===== config.mk =====
export PLATFORM = sky130hd
export DESIGN_NAME = linear_probe_hash_table_core
export DESIGN_NICKNAME = d
export VERILOG_FILES = /design/src/lpht_pkg.sv /design/src/lpht_ram.sv /design/src/lpht_mod.sv /design/src/linear_probe_hash_table_core.sv
export SDC_FILE = /design/constraint.sdc
export NUM_CORES = 1
export LEC_CHECK = 0
export BUFFER_PORTS_ARGS = -buffer_cell sky130_fd_sc_hd__buf_2
export CORE_MARGIN = 4
export CORE_UTILIZATION = 56
export DETAILED_ROUTE_END_ITERATION = 10
export PLACE_DENSITY = 0.76
export SLEW_MARGIN = 5
export SYNTH_ARGS = -nofsm -noshare
export SYNTH_HDL_FRONTEND = slang
export SYNTH_HIERARCHICAL = 1
export SYNTH_SLANG_ARGS = --single-unit

===== constraint.sdc =====
create_clock -name i_clk -period 4.4 [get_ports i_clk]
set_input_delay 0.22 -clock i_clk [delete_from_list [all_inputs] [get_ports i_clk]]
set_output_delay 0.22 -clock i_clk [all_outputs]
set_load 0.03 [all_outputs]

===== src/lpht_pkg.sv =====
// Package: shared types and constants of the linear probe hash table.
`timescale 1ns / 1ps

package lpht_pkg;

    // Field widths of one request
    localparam int REGION_W  = 7;
    localparam int LETTERS_W = 24;
    localparam int SER_W     = 10;
    localparam int KEY_W     = REGION_W + LETTERS_W + SER_W;

    // Result field widths
    localparam int SLOT_OUT_W  = 6;
    localparam int COUNT_OUT_W = 7;

    typedef enum logic {
        ACT_INSERT = 1'b0,
        ACT_DELETE = 1'b1
    } t_action;

    typedef enum logic [1:0] {
        ST_STORED    = 2'd0,
        ST_REMOVED   = 2'd1,
        ST_FULL      = 2'd2,
        ST_NOT_FOUND = 2'd3
    } t_status;

    typedef enum logic [1:0] {
        S_IDLE,
        S_HASH,
        S_PROBE,
        S_COMMIT
    } t_state;

endpackage


===== src/lpht_ram.sv =====
// Generic single-write, single-read RAM with registered read data.
`timescale 1ns / 1ps

module lpht_ram #(
    parameter int WIDTH = 8,
    parameter int DEPTH = 8
) (
    input  logic                     i_clk,
    input  logic                     i_we,
    input  logic [$clog2(DEPTH)-1:0] i_waddr,
    input  logic [WIDTH-1:0]         i_wdata,
    input  logic                     i_re,
    input  logic [$clog2(DEPTH)-1:0] i_raddr,
    output logic [WIDTH-1:0]         o_rdata
);

    logic [WIDTH-1:0] r_mem [DEPTH];
    logic [WIDTH-1:0] r_rdata;

    // Write port and registered read port
    always_ff @(posedge i_clk) begin
        if (i_we) begin
            r_mem[i_waddr] <= i_wdata;
        end
        if (i_re) begin
            r_rdata <= r_mem[i_raddr];
        end
    end

    assign o_rdata = r_rdata;

endmodule


===== src/lpht_mod.sv =====
// Home slot unit: serial number modulo SLOTS by reciprocal multiplication, then one correction step.
`timescale 1ns / 1ps

module lpht_mod import lpht_pkg::*; #(
    parameter int SLOTS = 7
) (
    input  logic                     i_clk,
    input  logic                     i_rst_n,
    input  logic                     i_start,
    input  logic [SER_W-1:0]         i_serial,
    output logic                     o_done,
    output logic [$clog2(SLOTS)-1:0] o_home
);

    localparam int IDX_W  = $clog2(SLOTS);
    localparam int PROD_W = 2 * SER_W;
    // Reciprocal rounded down: the quotient estimate is low by at most one
    localparam logic [SER_W-1:0] RECIP = SER_W'((1 << SER_W) / SLOTS);
    localparam logic [SER_W-1:0] MODV  = SER_W'(SLOTS);

    logic             r_stage1;
    logic             r_stage2;
    logic             r_done;
    logic [SER_W-1:0] r_ser;
    logic [SER_W-1:0] r_quot;
    logic [IDX_W-1:0] r_rem;

    logic [PROD_W-1:0] prod;
    logic [SER_W-1:0]  quot_est;
    logic [SER_W-1:0]  back;
    logic [SER_W-1:0]  rem_est;
    logic [IDX_W-1:0]  n_rem;

    // Estimate the quotient from the held serial number
    always_comb begin
        prod     = PROD_W'(r_ser) * PROD_W'(RECIP);
        quot_est = prod[PROD_W-1:SER_W];
    end

    // Form the remainder of the estimate, subtract the modulus once if it still fits
    always_comb begin
        back    = r_quot * MODV;
        rem_est = r_ser - back;
        n_rem   = (rem_est >= MODV) ? IDX_W'(rem_est - MODV) : IDX_W'(rem_est);
    end

    // Advance the stage flags
    always_ff @(posedge i_clk) begin
        if (!i_rst_n) begin
            r_stage1 <= 1'b0;
            r_stage2 <= 1'b0;
            r_done   <= 1'b0;
        end else begin
            r_stage1 <= i_start;
            r_stage2 <= r_stage1;
            r_done   <= r_stage2;
        end
    end

    // Hold the serial, then the quotient estimate, then the remainder
    always_ff @(posedge i_clk) begin
        if (i_start) begin
            r_ser <= i_serial;
        end
        if (r_stage1) begin
            r_quot <= quot_est;
        end
        if (r_stage2) begin
            r_rem <= n_rem;
        end
    end

    assign o_done = r_done;
    assign o_home = r_rem;

endmodule


===== src/linear_probe_hash_table_core.sv =====
// Top level: open-addressing hash table with linear probing over a key RAM.
`timescale 1ns / 1ps

// Hash table of SLOTS entries keyed by region code, three letters and a serial
// number. Each request inserts a key into the first free slot or deletes the
// first matching key, probing upward from slot (serial mod SLOTS) with wrap,
// and returns one result: slot, status and the number of occupied slots.
// Keys live in a RAM with registered read; valid bits are flops cleared by
// reset, so no clearing pass is needed. A request is accepted in S_IDLE, finds
// its home slot in S_HASH (reciprocal multiply, then one correction step),
// makes p probes in S_PROBE (one RAM read per cycle, 1 <= p <= SLOTS)
// and then commits in S_COMMIT. A new request
// is accepted while the previous result still waits in the output register.

module linear_probe_hash_table_core import lpht_pkg::*; #(
    parameter int SLOTS = 7
) (
    input  logic                   i_clk,
    input  logic                   i_rst_n,
    input  logic                   i_in_valid,
    output logic                   o_in_ready,
    input  logic                   i_action,
    input  logic [REGION_W-1:0]    i_region_code,
    input  logic [LETTERS_W-1:0]   i_letter_triplet,
    input  logic [SER_W-1:0]       i_serial_number,
    output logic                   o_out_valid,
    input  logic                   i_out_ready,
    output logic [SLOT_OUT_W-1:0]  o_slot_index,
    output logic [1:0]             o_status,
    output logic [COUNT_OUT_W-1:0] o_occupied_count
);

    localparam int IDX_W = $clog2(SLOTS);
    localparam int CNT_W = $clog2(SLOTS + 1);
    localparam logic [IDX_W-1:0] LAST_IDX  = IDX_W'(SLOTS - 1);
    localparam logic [CNT_W-1:0] NUM_SLOTS = CNT_W'(SLOTS);
    localparam logic [CNT_W-1:0] LAST_CNT  = CNT_W'(SLOTS - 1);

    t_state r_state, n_state;

    // Request registers
    t_action          r_act;
    logic [KEY_W-1:0] r_key;

    // Probe issue and check stages
    logic [IDX_W-1:0] r_ptr, n_ptr;
    logic [CNT_W-1:0] r_issued, n_issued;
    logic             r_chk_v, n_chk_v;
    logic [IDX_W-1:0] r_chk_ptr;
    logic             r_chk_last;
    logic             r_hit, n_hit;
    logic [IDX_W-1:0] r_slot, n_slot;

    // Table state
    logic [SLOTS-1:0] r_valid, n_valid;
    logic [CNT_W-1:0] r_count, n_count;

    // Output register
    logic                r_out_valid;
    logic [IDX_W-1:0]    r_out_slot;
    t_status             r_out_status, n_status;
    logic [CNT_W-1:0]    r_out_count;

    // Control outputs of the state machine
    logic in_xfer;
    logic hash_start;
    logic probe_en;
    logic issue;
    logic commit_go;

    logic             mod_done;
    logic [IDX_W-1:0] mod_home;
    logic [KEY_W-1:0] rd_key;
    logic             chk_match;
    logic             ram_we;

    lpht_mod #(
        .SLOTS (SLOTS)
    ) u_mod (
        .i_clk    (i_clk),
        .i_rst_n  (i_rst_n),
        .i_start  (hash_start),
        .i_serial (i_serial_number),
        .o_done   (mod_done),
        .o_home   (mod_home)
    );

    lpht_ram #(
        .WIDTH (KEY_W),
        .DEPTH (SLOTS)
    ) u_key_ram (
        .i_clk   (i_clk),
        .i_we    (ram_we),
        .i_waddr (r_slot),
        .i_wdata (r_key),
        .i_re    (issue),
        .i_raddr (r_ptr),
        .o_rdata (rd_key)
    );

    // State machine outputs
    always_comb begin
        o_in_ready = (r_state == S_IDLE);
        in_xfer    = i_in_valid && o_in_ready;
        hash_start = in_xfer;
        probe_en   = (r_state == S_PROBE);
        issue      = probe_en && (r_issued != NUM_SLOTS);
        commit_go  = (r_state == S_COMMIT) && (!r_out_valid || i_out_ready);
    end

    // Probe hit test on the check stage
    always_comb begin
        if (r_act == ACT_DELETE) begin
            chk_match = r_valid[r_chk_ptr] && (rd_key == r_key);
        end else begin
            chk_match = !r_valid[r_chk_ptr];
        end
    end

    // Next state
    always_comb begin
        n_state = r_state;
        unique case (r_state)
            S_IDLE: begin
                if (in_xfer) n_state = S_HASH;
            end
            S_HASH: begin
                if (mod_done) n_state = S_PROBE;
            end
            S_PROBE: begin
                if (r_chk_v && (chk_match || r_chk_last)) n_state = S_COMMIT;
            end
            S_COMMIT: begin
                if (commit_go) n_state = S_IDLE;
            end
            default: n_state = S_IDLE;
        endcase
    end

    // Probe pointer, issue count and result of the search
    always_comb begin
        n_ptr    = r_ptr;
        n_issued = r_issued;
        n_chk_v  = 1'b0;
        n_hit    = r_hit;
        n_slot   = r_slot;
        if (r_state == S_HASH) begin
            n_ptr    = mod_home;
            n_issued = '0;
        end
        if (issue) begin
            n_ptr    = (r_ptr == LAST_IDX) ? '0 : r_ptr + 1'b1;
            n_issued = r_issued + 1'b1;
            n_chk_v  = 1'b1;
        end
        if (probe_en && r_chk_v) begin
            if (chk_match) begin
                n_hit   = 1'b1;
                n_slot  = r_chk_ptr;
                n_chk_v = 1'b0;
            end else if (r_chk_last) begin
                n_hit   = 1'b0;
                n_slot  = '0;
                n_chk_v = 1'b0;
            end
        end
    end

    // Commit: update valid bits and count, pick the status
    always_comb begin
        n_valid  = r_valid;
        n_count  = r_count;
        n_status = (r_act == ACT_DELETE) ? ST_NOT_FOUND : ST_FULL;
        if (r_hit) begin
            if (r_act == ACT_DELETE) begin
                n_valid[r_slot] = 1'b0;
                n_count         = r_count - 1'b1;
                n_status        = ST_REMOVED;
            end else begin
                n_valid[r_slot] = 1'b1;
                n_count         = r_count + 1'b1;
                n_status        = ST_STORED;
            end
        end
    end

    assign ram_we = commit_go && r_hit && (r_act == ACT_INSERT);

    // Control registers
    always_ff @(posedge i_clk) begin
        if (!i_rst_n) begin
            r_state     <= S_IDLE;
            r_chk_v     <= 1'b0;
            r_valid     <= '0;
            r_count     <= '0;
            r_out_valid <= 1'b0;
        end else begin
            r_state <= n_state;
            r_chk_v <= n_chk_v;
            if (commit_go) begin
                r_valid     <= n_valid;
                r_count     <= n_count;
                r_out_valid <= 1'b1;
            end else if (i_out_ready) begin
                r_out_valid <= 1'b0;
            end
        end
    end

    // Payload registers
    always_ff @(posedge i_clk) begin
        if (in_xfer) begin
            r_act <= t_action'(i_action);
            r_key <= {i_region_code, i_letter_triplet, i_serial_number};
        end
        r_ptr      <= n_ptr;
        r_issued   <= n_issued;
        r_hit      <= n_hit;
        r_slot     <= n_slot;
        if (issue) begin
            r_chk_ptr  <= r_ptr;
            r_chk_last <= (r_issued == LAST_CNT);
        end
        if (commit_go) begin
            r_out_slot   <= r_hit ? r_slot : '0;
            r_out_status <= n_status;
            r_out_count  <= n_count;
        end
    end

    assign o_out_valid      = r_out_valid;
    assign o_slot_index     = SLOT_OUT_W'(r_out_slot);
    assign o_status         = r_out_status;
    assign o_occupied_count = COUNT_OUT_W'(r_out_count);

endmodule


==> impl_metrics.json, run 1 <==
{
  "status": "finished, final reports clean",
  "synthTopCellsByCount": "edfxtp_1 (413), mux2i_1 (88), inv_1 (79)",
  "grt_pass1_wl_um": 56100,
  "core_area_um2": 33530,
  "synth_top_cell_by_area": "edfxtp_1",
  "crit_type": "reg -> reg",
  "gr-usage-met1": 0.2713,
  "synth_area_per_cell_um2": 16.80,
  "power.leakage_nw": 7.761,
  "async_reset_ff_frac": 0,
  "min_to": "o_out_valid",
  "ir_drop_mv": 0.5925,
  "initial_core_util": 0.5666,
  "clkLatencyLatePin_ns": 0.55,
  "grt_pass1_vias": 10070,
  "ctsResizeCount": 0,
  "cp_max_fo": 7,
  "cts_root_buffer": "clkbuf_16",
  "yosysMostFrequentCell": "edfxtp_1",
  "holdPathStages": 3,
  "synth_top_area_frac": 0.6527,
  "regArea_um2": 12740,
  "fp.dieH_um": 192.2,
  "rows": 67,
  "hold_violations": 0,
  "synthToLayoutAreaGrowth_pct": 12.93,
  "reg2reg_depth": 13,
  "port_buffers": 55,
  "drc": 0,
  "met2_usage": 0.3326,
  "ys_seq_area_frac": 0.6707,
  "gp_congestion": 0.7968,
  "dr.pass1.iters": 5,
  "multi_input_area_um2": 5659,
  "drt-total-wl_um": 35840,
  "setup.worst_path.end_class": "flop",
  "dieWidth_um": 192.2,
  "r2r_slack_ns": 0.51,
  "cts_hold_buf": 42,
  "setup_viol": 0,
  "num_antenna_cells": 0,
  "finalCritPeriodShare": 0.8844,
  "path_clk_slew_ns": 0.06,
  "min_from": "i_out_ready",
  "antenna_found_initial": 0,
  "worst_pin_slew_ns": 1.105,
  "cts_made_buffers": 45,
  "synth-edff-count": 413,
  "hp-class": "in -> reg",
  "slew-limit-headroom": 0.2636,
  "cp.arrival_ns": 4.18,
  "cts.sinks": 430,
  "max_cap_viol_count": 0,
  "clk_path_buf_depth": 3,
  "r2r_start": "u_mod/r_quot[2]",
  "post-cts-setup-buffer-count": 0,
  "finalSetupTns_ns": 0,
  "synth-seq-cells": 430,
  "synth_flop_cell": "edfxtp_1",
  "slew_viol_final": 0,
  "synth_cell_types": 66,
  "cp-start-kind": "flop",
  "drt-vias-per-instance": 5.645,
  "fmax_mhz": 257.0,
  "ant_nets": 0,
  "cts_max_level": 2,
  "cts_tree": "built",
  "grt.overflow.total": 0,
  "synth.cell_area_um2": 19000,
  "crit_required_ns": 4.69,
  "drt_iter0_markers": 657,
  "nFillCells": 2360,
  "grt_max_degree": 169,
  "grt-busiest-layer": "met2",
  "grt.total_usage": 0.1978,
  "yosys_warnings": 6,
  "rsz0062_at_grt": "false",
  "synthCells": 1131,
  "via_count": 9755,
  "avgRoutedWirePerCell_um": 20.74,
  "final_layout_size_suffix_gt1_frac": 0.2156,
  "timing.final.crit_period_ns": 3.891,
  "die-area_um2": 36940,
  "power_density_nw_per_um2": 694.8,
  "ios": 63,
  "nets": 1367,
  "fin_skew_ns": 0.02083,
  "total_power_mw": 14.91,
  "hpwl_um": 20850,
  "synth_area_leaders": "edfxtp_1 (65%), mux2i_1 (4.6%), ha_1 (3.6%)",
  "gr-usage-met3": 0.02835,
  "rr_endpoint": "u_mod/o_home[1]"
}
[metrics by stage]
stage          instances  hold slack [ns]  instance area (um^2)  utilization  setup slack, ns
2_1_floorplan       1137           0.3189                 19030            -           0.7217
3_3_place_gp        1610           0.3959                 19690       0.5872           0.5590
3_5_place_dp        1610           0.3981                 19690       0.5872           0.5018
4_1_cts             1728         0.004100                 21460       0.6399           0.4927
5_1_grt             1728          0.03651                 21460       0.6399           0.2535
6_report            1728          0.02226                 21460       0.6399           0.5086
[per-layer routing]
metal  vias to the layer above  wire, um
li1                       4522         -
met1                      4917     15430
met2                       247     17690
met5                         -         0
met4                         0       891
met3                        69      1824
[power breakdown]
| part | internal [mW] | switching, mW |
|---|---|---|
| Clock | 2.01 | 1.47 |
| Combinational | 2.46 | 3.36 |
| Sequential | 5.25 | 0.354 |
[kinds of logic (layout without fill, tap and decap cells)]
logic type,Yosys count,after routing,share of synthesized area
other cells,1,7,0.0001974
simple gates,167,167,0.04873
compound gates,151,151,0.08634
flops,430,430,0.6707
mux,133,133,0.08212
xor+xnor,51,51,0.02351
buf+inv,128,271,0.03602
fa+ha+maj,70,70,0.05242
[state kept, by name, summed over array words and instances (netlist names), 3 cells and up, named ones only]
register / count
u_key_ram/o_rdata: 41
r_slot: 3
r_chk_ptr: 3
r_issued: 3
u_key_ram/r_mem: 287
r_out_slot: 3
r_ptr: 3
u_mod/o_home: 3
r_key: 41
r_out_count: 3
r_count: 3
u_mod/r_ser: 10
u_mod/r_quot: 8
[worst max-delay path by stage]
| stage | depth (start not counted) | to | slack [ns] | from |
|---|---|---|---|---|
| floorplan | 13 | u_mod/o_home[1] | 0.72 | u_mod/r_quot[2] |
| global placement | 13 | u_mod/o_home[1] | 0.56 | u_mod/r_quot[2] |
| detailed placement | 13 | u_mod/o_home[1] | 0.50 | u_mod/r_quot[2] |
| CTS | 13 | u_mod/o_home[1] | 0.49 | u_mod/r_quot[2] |
| global route | 13 | u_mod/o_home[1] | 0.25 | u_mod/r_quot[2] |
| finish | 13 | u_mod/o_home[1] | 0.51 | u_mod/r_quot[2] |
[cell usage in the layout (no fill, tap or decap), types with 30 or more instances in the layout]
cell,n
edfxtp_1,413
mux2i_1,88
inv_1,78
buf_2,55
ha_1,54
nand2b_1,50
clkbuf_16,46
xnor2_1,44
dlygate4sd3_1,42
mux2_4,42
o211ai_2,40
o221ai_2,40
nand2_1,30
[worst max-delay path, cell delays in order, from the launching register on]
cell and delay (ns):
edfxtp_1 0.32, inv_1 0.09, fa_1 0.54, inv_1 0.05, fa_1 0.50, inv_1 0.04
ha_1 0.36, a21o_1 0.25, a221oi_2 0.34, xnor2_1 0.12, a211oi_2 0.17, o2111ai_2 0.15
nor4_4 0.37, mux2_4 0.33
[final cells by class]
class / instances / area share
inverter: 79 / 0.01382
multi-input combinational: 579 / 0.2638
tap: 448 / 0.02613
timing repair buffer: 116 / 0.03965
sequential: 430 / 0.5939
clock buffer: 52 / 0.05470
clock inverter: 24 / 0.008048
Power figures use the tool's default switching activity.
==> inputs of run 2 (changes only) <==
CELL_PAD_IN_SITES_DETAIL_PLACEMENT = 0   (was unset)
CELL_PAD_IN_SITES_GLOBAL_PLACEMENT = 1   (was unset)
CORE_UTILIZATION = 48   (was 56)
HOLD_SLACK_MARGIN = 0.1   (was unset)
PLACE_DENSITY = unset   (was 0.76)
PLACE_DENSITY_LB_ADDON = 0.1   (was unset)
==> run 2 against run 1 <==
Net effect: register-to-register slack is essentially flat; critical path type unchanged; fmax is 0.21% higher; clock power rose by 4%; critical endpoint unchanged; setup slack improved by 0.0081 ns; clock skew decreased by 0.0061 ns; final area up 0.86%; flip-flop and latch count stayed put; non-clock buffer count is 3 higher; final cell count is 4.6% higher; hold slack better by 0.19 ns; via count shrank 2.6%.
==> impl_metrics.json, run 2 (synthesis gave the netlist of run 1 again) <==
{
  "port_buffers": 55,
  "via_count": 9498,
  "cts_tree": "built",
  "ir_drop_mv": 0.6122,
  "post-route-util": 0.5561,
  "rows": 72,
  "setup.worst_path.end_class": "flop",
  "hp-class": "in -> reg",
  "finalCritPeriodShare": 0.8826,
  "mostFrequentLayoutCell": "edfxtp_1",
  "slowest_stage": "fa_1",
  "clk_path_buf_depth": 3,
  "cp_max_fo": 7,
  "final_layout_size_suffix_gt1_frac": 0.2172,
  "crit_required_ns": 4.72,
  "dpl_cell_area_um2": 19800,
  "cts_made_buffers": 45,
  "hold_violations": 0,
  "grt.overflow.total": 0,
  "num_antenna_cells": 0,
  "slew-limit-headroom": 0.1343,
  "fmax_mhz": 257.5,
  "drt_iter0_markers": 538,
  "clkLatencyLatePin_ns": 0.58,
  "largest-register": "u_key_ram/r_mem",
  "multi_input_area_um2": 5659,
  "slew_viol_final": 0,
  "antenna_found_initial": 0,
  "place_inst": 1680,
  "hpwl_um": 21040,
  "drc": 0,
  "min_from": "i_in_valid",
  "cp.arrival_ns": 4.20,
  "avgRoutedWirePerCell_um": 20.76,
  "die-area_um2": 42830,
  "crit_type": "reg -> reg",
  "core_area_um2": 38920,
  "dr.pass1.iters": 5,
  "nets": 1370,
  "regArea_um2": 12740,
  "grt_pass1_vias": 9933,
  "ant_nets": 0,
  "grt_pass1_wl_um": 58820,
  "setup_viol": 0,
  "layout_common_cells": "edfxtp_1 (413), mux2i_1 (88), inv_1 (78)",
  "ctsResizeCount": 0,
  "stdcell_area_um2": 21640,
  "crit_chain": "inv_1, fa_1, inv_1, fa_1, inv_1, ha_1, a21o_1, a221oi_2, xnor2_1, a211oi_2, o2111ai_2, nor4_4, mux2_4",
  "fp.dieH_um": 207.0,
  "timing.final.crit_period_ns": 3.883,
  "nFillCells": 3123,
  "power.leakage_nw": 7.813,
  "r2r_start": "u_mod/r_quot[2]",
  "ios": 63,
  "cpPeakStageDelay_ns": 0.55,
  "crit_top_cell": "inv_1",
  "startpoint": "u_mod/r_quot[2]",
  "gp_congestion": 0.7477,
  "fin_skew_ns": 0.01473,
  "status": "finished, final reports clean",
  "grt.total_usage": 0.1805,
  "crit_family": "adder cells",
  "crit_buf_inv": 3,
  "cts.sinks": 430,
  "finalSetupTns_ns": 0,
  "cts_max_level": 2,
  "drt-vias-per-instance": 5.256,
  "hold_slack_ns": 0.2130,
  "cts_root_buffer": "clkbuf_16",
  "power_density_nw_per_um2": 699.1,
  "worst_pin_slew_ns": 1.299,
  "largest_reg_flops": 287,
  "grt_max_degree": 169,
  "path_clk_slew_ns": 0.06,
  "max_cap_viol_count": 0,
  "rsz0062_at_grt": "false",
  "initial_core_util": 0.4882,
  "stdcell_count": 1807,
  "dieWidth_um": 207.0,
  "cp-start-kind": "flop",
  "drt-total-wl_um": 37510,
  "synthToLayoutAreaGrowth_pct": 13.90
}
-- run 2: cell count changes in the layout (fill, tap and decap cells not counted), moves of 2 or more --
cell / change
clkinvlp_4: -2
clkinv_1: -3
buf_12: +2
inv_6: +2
buf_4: -2
clkinv_2: +3
dlygate4sd3_1: +3
clkbuf_1: +5
-- run 2: worst paths after layout --
path	end	depth (start not counted)	slack, ns
max	u_mod/o_home[1]	13	0.52
min	r_state[0]	4	0.21
max reg2reg	u_mod/o_home[1]	13	0.52
min reg2reg	flop	1	0.49
-- run 2: per-layer routing --
layer / vias to the layer above / track usage / wire length (um)
met4: 0 / 0.04060 / 639
li1: 4531 / - / -
met1: 4762 / 0.2603 / 17660
met3: 46 / 0.03234 / 1547
met2: 159 / 0.2907 / 17670
met5: - / 0 / 0
-- run 2: timing repair --
item,in CTS,in global routing
hold endpoints to repair,69,0
setup buffers,0,0
hold buffers,45,0
-- run 2: area by class of cell --
cell class,count,area share
timing repair buffer,119,0.04186
clock buffer,56,0.05394
sequential,430,0.5888
tap,518,0.02995
clock inverter,26,0.01023
inverter,79,0.01370
multi-input combinational,579,0.2615
-- run 2: tightest hold or removal path, stage by stage --
cell      delay, ns
buf_2          0.08
o221ai_1       0.14
o31ai_1        0.24
a21oi_1        0.04
-- run 2: power breakdown --
group	switching [mW]	internal, mW	total (mW)
clock network	1.54	2.07	3.61
logic	3.43	2.49	5.92
registers	0.347	5.25	5.60
-- run 2: metrics by stage --
| step | total power [mW] | setup WS, ns |
|---|---|---|
| 2_1_floorplan | 10.43 | 0.7217 |
| 3_3_place_gp | 11.59 | 0.5468 |
| 3_5_place_dp | 11.65 | 0.4857 |
| 4_1_cts | 15.34 | 0.4631 |
| 5_1_grt | 16.21 | 0.2847 |
| 6_report | 15.13 | 0.5166 |
